===== src/sv/gspf_pkg.sv =====
// Shared types and constants for the GPI status frame parser.
package gspf_pkg;

	localparam int PIN_COUNT = 16;

	localparam int FIRST_DIGIT_POS = 6;
	localparam int LAST_DIGIT_POS = 4 + 2 * PIN_COUNT;
	localparam int POS_W = $clog2(LAST_DIGIT_POS + 2);

	localparam int MODE_W = 2;
	localparam int BYTE_W = 8;
	localparam int PIN_W = 4;
	localparam int UNIT_W = 4;

	localparam logic [MODE_W-1:0] MODE_STATUS = 2'd0;
	localparam logic [MODE_W-1:0] MODE_FORCE_ON = 2'd1;
	localparam logic [MODE_W-1:0] MODE_FORCE_OFF = 2'd2;
	localparam logic [MODE_W-1:0] MODE_RELEASE = 2'd3;

	localparam logic [BYTE_W-1:0] CH_S = 8'h53;
	localparam logic [BYTE_W-1:0] CH_P = 8'h50;
	localparam logic [BYTE_W-1:0] CH_COMMA = 8'h2C;
	localparam logic [BYTE_W-1:0] CH_A = 8'h41;
	localparam logic [BYTE_W-1:0] CH_ZERO = 8'h30;
	localparam logic [BYTE_W-1:0] CH_ONE = 8'h31;

	typedef logic [POS_W-1:0] pos_t;
	typedef logic [PIN_COUNT-1:0] pins_t;

	typedef struct packed {
		pos_t pos;
		pins_t levels;
		pins_t masks;
	} parse_state_t;

	typedef struct packed {
		logic valid;
		logic [PIN_W-1:0] pin;
		logic level;
	} change_t;

endpackage


===== src/sv/gspf_step.sv =====
// Next-state and change-word logic for one accepted word of the parser.
module gspf_step
	import gspf_pkg::*;
(
	input parse_state_t cur,
	input logic [UNIT_W-1:0] unit_number,
	input logic [MODE_W-1:0] mode,
	input logic [BYTE_W-1:0] status_byte,
	input logic [PIN_W-1:0] pin_select,
	output parse_state_t nxt,
	output change_t change
);

	localparam logic [PIN_W:0] PIN_LIMIT = (PIN_W + 1)'(PIN_COUNT);
	localparam pos_t LAST_POS = POS_W'(LAST_DIGIT_POS);
	localparam pos_t FIRST_POS = POS_W'(FIRST_DIGIT_POS);

	pos_t pos_off;
	logic [PIN_W-1:0] digit_pin;
	pins_t digit_sel;
	pins_t cmd_sel;
	logic is_digit;
	logic digit_lvl;
	logic cmd_in_range;

	always_comb begin
		pos_off = cur.pos - FIRST_POS;
		digit_pin = PIN_W'(pos_off >> 1);
		digit_sel = PIN_COUNT'(1) << digit_pin;
		cmd_sel = PIN_COUNT'(1) << pin_select;
		is_digit = (status_byte == CH_ZERO) || (status_byte == CH_ONE);
		digit_lvl = (status_byte == CH_ONE);
		cmd_in_range = ({1'b0, pin_select} < PIN_LIMIT);

		nxt = cur;
		change.valid = 1'b0;
		change.pin = pin_select;
		change.level = 1'b0;

		case (mode)
			MODE_STATUS: begin
				change.pin = digit_pin;
				change.level = digit_lvl;
				if (cur.pos == '0) begin
					if (status_byte == CH_S) begin
						nxt.pos = POS_W'(1);
					end
				end else if (cur.pos == POS_W'(1)) begin
					nxt.pos = (status_byte == (CH_ZERO + BYTE_W'(unit_number))) ?
						POS_W'(2) : '0;
				end else if (cur.pos == POS_W'(2)) begin
					nxt.pos = (status_byte == CH_P) ? POS_W'(3) : '0;
				end else if (cur.pos == POS_W'(3)) begin
					nxt.pos = (status_byte == CH_COMMA) ? POS_W'(4) : '0;
				end else if (cur.pos == POS_W'(4)) begin
					nxt.pos = (status_byte == CH_A) ? POS_W'(5) : '0;
				end else if (cur.pos > LAST_POS) begin
					nxt.pos = '0;
				end else if (cur.pos[0]) begin
					nxt.pos = (status_byte == CH_COMMA) ? cur.pos + POS_W'(1) : '0;
				end else if (is_digit) begin
					nxt.pos = cur.pos + POS_W'(1);
					if (((cur.masks & digit_sel) == '0) &&
						(((cur.levels & digit_sel) != '0) != digit_lvl)) begin
						nxt.levels = digit_lvl ? (cur.levels | digit_sel) :
							(cur.levels & ~digit_sel);
						change.valid = 1'b1;
					end
				end
			end
			MODE_FORCE_ON: begin
				change.level = 1'b1;
				if (cmd_in_range) begin
					nxt.masks = cur.masks | cmd_sel;
					if ((cur.levels & cmd_sel) == '0) begin
						nxt.levels = cur.levels | cmd_sel;
						change.valid = 1'b1;
					end
				end
			end
			MODE_FORCE_OFF: begin
				if (cmd_in_range) begin
					nxt.masks = cur.masks | cmd_sel;
					if ((cur.levels & cmd_sel) != '0) begin
						nxt.levels = cur.levels & ~cmd_sel;
						change.valid = 1'b1;
					end
				end
			end
			MODE_RELEASE: begin
				if (cmd_in_range) begin
					nxt.masks = cur.masks & ~cmd_sel;
				end
			end
			default: begin
				nxt = cur;
			end
		endcase
	end

endmodule


===== src/sv/gpi_status_frame_parser_core.sv =====
// Top level of the GPI status frame parser: input stage, parser state and result register.
// The block takes one word per clock cycle unless out_ready holds back a change word, and
// answers a word with at most one change word: the input stage registers the word, then
// one pass of next-state logic updates the frame position, pin levels and pin masks and
// loads the result register. The input side keeps taking words while a change word waits,
// until the input stage is full; in_ready then drops only while out_ready is low.
// Configuration writes are always taken and should arrive only while the block is idle.
module gpi_status_frame_parser_core
	import gspf_pkg::*;
(
	input logic clk,
	input logic arst_n,
	input logic in_valid,
	output logic in_ready,
	input logic [MODE_W-1:0] mode,
	input logic [BYTE_W-1:0] status_byte,
	input logic [PIN_W-1:0] pin_select,
	output logic out_valid,
	input logic out_ready,
	output logic [PIN_W-1:0] changed_pin,
	output logic new_level,
	input logic cfg_valid,
	output logic cfg_ready,
	input logic [UNIT_W-1:0] unit_number
);

	logic valid_s1;
	logic [MODE_W-1:0] mode_s1;
	logic [BYTE_W-1:0] byte_s1;
	logic [PIN_W-1:0] pin_s1;
	logic [UNIT_W-1:0] unit_q;
	parse_state_t state_q;
	parse_state_t state_nxt;
	change_t change;
	logic out_valid_q;
	logic [PIN_W-1:0] changed_pin_q;
	logic new_level_q;
	logic fire;

	assign fire = valid_s1 && (!out_valid_q || out_ready);
	assign in_ready = !valid_s1 || fire;
	assign cfg_ready = 1'b1;
	assign out_valid = out_valid_q;
	assign changed_pin = changed_pin_q;
	assign new_level = new_level_q;

	gspf_step u_step (
		.cur(state_q),
		.unit_number(unit_q),
		.mode(mode_s1),
		.status_byte(byte_s1),
		.pin_select(pin_s1),
		.nxt(state_nxt),
		.change(change)
	);

	always_ff @(posedge clk or negedge arst_n) begin
		if (!arst_n) begin
			valid_s1 <= 1'b0;
			out_valid_q <= 1'b0;
			unit_q <= '0;
			state_q <= '0;
		end else begin
			if (cfg_valid && cfg_ready) begin
				unit_q <= unit_number;
			end
			if (in_ready) begin
				valid_s1 <= in_valid;
			end
			if (fire) begin
				state_q <= state_nxt;
				out_valid_q <= change.valid;
			end else if (out_ready) begin
				out_valid_q <= 1'b0;
			end
		end
	end

	always_ff @(posedge clk) begin
		if (in_valid && in_ready) begin
			mode_s1 <= mode;
			byte_s1 <= status_byte;
			pin_s1 <= pin_select;
		end
		if (fire && change.valid) begin
			changed_pin_q <= change.pin;
			new_level_q <= change.level;
		end
	end

`ifndef SYNTHESIS
	a_pos_range: assert property (@(posedge clk) disable iff (!arst_n)
		state_q.pos <= POS_W'(LAST_DIGIT_POS + 1))
		else $error("Frame position beyond the last digit.");

	a_stall: assert property (@(posedge clk) disable iff (!arst_n)
		valid_s1 && out_valid_q && !out_ready |-> !in_ready)
		else $error("Input taken while the input stage is blocked.");

	a_release_quiet: assert property (@(posedge clk) disable iff (!arst_n)
		fire && mode_s1 == MODE_RELEASE |=> !out_valid_q)
		else $error("Release produced a change word.");

	a_level_match: assert property (@(posedge clk) disable iff (!arst_n)
		$rose(out_valid_q) |-> state_q.levels[changed_pin_q] == new_level_q)
		else $error("Change word disagrees with the stored pin level.");
`endif

endmodule


===== config.mk =====
export PLATFORM = sky130hd
export DESIGN_NAME = gpi_status_frame_parser_core
export DESIGN_NICKNAME = d
export VERILOG_FILES = /design/src/sv/gspf_pkg.sv /design/src/sv/gspf_step.sv /design/src/sv/gpi_status_frame_parser_core.sv
export SDC_FILE = /design/constraint.sdc
export NUM_CORES = 1
export LEC_CHECK = 0
export ABC_AREA = 1
export BUFFER_PORTS_ARGS = -buffer_cell sky130_fd_sc_hd__buf_4
export CORE_MARGIN = 2
export CORE_UTILIZATION = 30
export DETAILED_ROUTE_END_ITERATION = 6
export HOLD_SLACK_MARGIN = 0.12
export MAX_ROUTING_LAYER = met4
export SKIP_CTS_REPAIR_TIMING = 1
export SLEW_MARGIN = 20
export SYNTH_ARGS = -nofsm -noshare
export SYNTH_HDL_FRONTEND = slang
export SYNTH_SLANG_ARGS = --single-unit

===== constraint.sdc =====
create_clock -name clk -period 5.9 [get_ports clk]
set_input_delay 0 -clock clk [delete_from_list [all_inputs] [get_ports clk]]
set_output_delay 0 -clock clk [all_outputs]
set_load 0.01 [all_outputs]

==> impl_metrics.ini <==
[critical_path]
crit_family = simple AND/OR/NAND/NOR gates
cpMostUsedCell = nand2_1
crit_required_ps = 6130
crit_arrival_ps = 3160
r2r-start = state_q[34]$_DFFE_PN0P_
cp_max_fo = 29
critPathKind = reg -> reg
startpoint_type = register
worstPathCellList = nand2_1 -> nand2_1 -> nand2_1 -> nand2_1 -> nand3_1 -> nand2_1 -> nor2_1 -> nand2_1 -> nor2_1 -> nand2_1 -> nand3_2 -> nand2_4 -> nand2_4 -> nand2_1 -> nand2_1
r2r_end = state_q[31]$_DFFE_PN0P_
ff2ff_path_depth = 15
cp.buffers_inverters = 0
cp_slowest_cell = nand2_1
slowest_delay_ps = 660
crit_start = state_q[34]$_DFFE_PN0P_
endpoint_kind = register
reg2reg_slack_ps = 2970

[logic_synthesis]
synth_top_family_by_area = simple AND/OR/NAND/NOR gates
synth.avg_cell_area_um2 = 7.31
synth_top_area_cell = dfrtp_1
synth-main-ff-cell = dfrtp_1
synth_seq_cells = 63
synth_edf_count = 19
synth_area_leaders = dfrtp_1 25%, edfxtp_1 13%, nand2_1 11%, nand3_1 8.0%, a21oi_1 5.1%
synth-compound-area-share_pct = 17.0
synth-xor-area-share_pct = 0.394
yosys.area.top_type_share_pct = 24.8
postSynthCellCount = 608
synthMuxAreaShare_pct = 0.507
yosys_warnings = 0
yosysUniqueCellTypes = 36
synth_simple_gate_area_share_pct = 32.4
async_reset_ff_share_pct = 69.8
yosysSeqAreaShare_pct = 37.6
synth_adder_area_share_pct = 3.94
synth_nets = 645
netlist_area_mm2 = 0.00444

[cells_and_area]
final_common_cell = nand2_1
fin_cells = 845
mostFrequentLayoutCells = 132 x nand2_1, 71 x nand3_1, 56 x inv_1, 51 x nor2_1, 45 x a21oi_1
area_growth_pct = 21.5
drive_above_1_share_pct = 12.9
antenna_cells = 0
final_nets = 693

[cts]
cts_root_buf = clkbuf_16
clockBufferDepth = 2
clkTransAtPathRegs_ps = 60
cts_buffers = 9
cts.sinks = 63
clkLatencyLatePin_ps = 350
tritoncts = done
h-tree-depth = 3

[die]
die_w_um = 126
dieArea_mm2 = 0.0158
initial_core_util_pct = 30.7
dieHeight_um = 126
row_count = 44
core_area_mm2 = 0.0145
io_pins = 31

[timing]
setup_viol = 0
period_share_pct = 49.7
rsz0062_at_grt = false
slew_viol_final = 0
slew_headroom_pct = 27.2
period_minus_slack_ps = 2930
hold_viol_final = 0
worst_pin_slew_ps = 1090
fin_tns_setup_ps = 0
skew_ps = 8.62
max_freq_ghz = 0.341

[placement]
dpl.cell_count = 800
dp_hpwl_um = 9370
globalplace.congestion = 0.905
numPortBuffers = 29

[power]
p_clk_share_pct = 30.9
p_per_area_mw_per_mm2 = 355
cell_internal_pwr_w = 0.00112
combPwrFrac_pct = 37.9
power_switching_w = 0.000801
ir_drop_mv = 0.203
switching_share_pct = 41.7
p_leak_nw = 2.45
seqPwrFrac_pct = 31.1

[global_route]
grt_pass1_wl_um = 21500
track_usage_pct = 17.6
grt-ovfl-total = 0
grt_pass1_vias = 3997
grt_max_degree = 45
antenna_found_initial = 0

[drt]
drt-vias-per-instance = 5.32
final_antenna_net_count = 0
drt-total-wl_um = 13800
drtIter0Drc = 350
drc = 0
vias = 4498
wl_per_cell_um = 16.4
first_pass_iters = 5

[job]
cap_violations = 0

[run_status]
status = complete, no violations

[hold_path]
hold_class = in -> async
worst register-to-register path: cells and delay by family, from the launching register on:
kind	cells	cell delay [ps]
and+or+nand+nor	15	2260
DFF	1	550
stage by stage:
| stage | total power [W] | setup slack [ps] | utilization, % | instance area (um^2) | hold WS (ps) |
|---|---|---|---|---|---|
| finish | 0.00192 | 2970 | 37.3 | 5400 | 211 |
| CTS | 0.00190 | 3020 | 35.3 | 5110 | -308 |
| floorplan | 0.00112 | 3800 | - | 4440 | -296 |
| global placement | 0.00130 | 3100 | 33.0 | 4780 | 61.4 |
| detailed placement | 0.00129 | 3040 | 33.0 | 4780 | 62.6 |
| global route | 0.00204 | 2680 | 37.3 | 5400 | 284 |
power groups by stage:
stage / combinational, W / sequential, W / clock [W]
after detailed placement: 0.000691 / 0.000603 / 0
after global placement: 0.000695 / 0.000605 / 0
after global routing: 0.000814 / 0.000607 / 0.000622
after CTS: 0.000696 / 0.000596 / 0.000606
after floorplan: 0.000553 / 0.000572 / 0
final: 0.000728 / 0.000598 / 0.000594
final cells by class:
cell class | count | area (um^2)
fillers | 1486 | 9080
multi-input cells | 460 | 2410
flip-flops and latches | 63 | 1670
repair buffers | 60 | 523
inverters | 62 | 233
well taps | 184 | 230
clock buffers | 9 | 225
clock inverters | 7 | 104
how the worst max path moves through the flow:
stage | depth (start not counted) | endpoint
global route | 15 | state_q[24]$_DFFE_PN0P_
global placement | 15 | state_q[25]$_DFFE_PN0P_
floorplan | 13 | state_q[20]$_DFFE_PN0P_
detailed placement | 15 | state_q[31]$_DFFE_PN0P_
finish | 15 | state_q[31]$_DFFE_PN0P_
CTS | 15 | state_q[31]$_DFFE_PN0P_
cells by family (layout without fill, tap and decap cells):
kind of cell	Yosys count	after routing
AO/OA/AOI/OAI	135	135
adder cells (fa/ha/maj)	14	14
buffers and inverters	85	138
AND/OR/NAND/NOR	306	306
other	1	1
flip-flops	63	63
multiplexers	2	2
XOR/XNOR	2	2
Yosys cell counts, drive strengths merged (10+ instances only):
cell type  instances
a21oi             45
o22ai             12
dfrtp             44
o21ai             46
o211ai            10
ha                14
nand4             11
nand2            148
buf               13
nand3             75
nor2              60
edfxtp            19
clkbuf            10
nor3              11
a31oi             16
inv               61
per-layer routing:
layer	up-vias	GRT usage [%]	wire, um
li1	2167	-	-
met1	2143	23.5	6190
met2	168	26.8	6590
met3	20	3.48	831
met4	0	5.82	229
met5	-	-	0
Note: power is estimated with default switching activity, not from simulation.
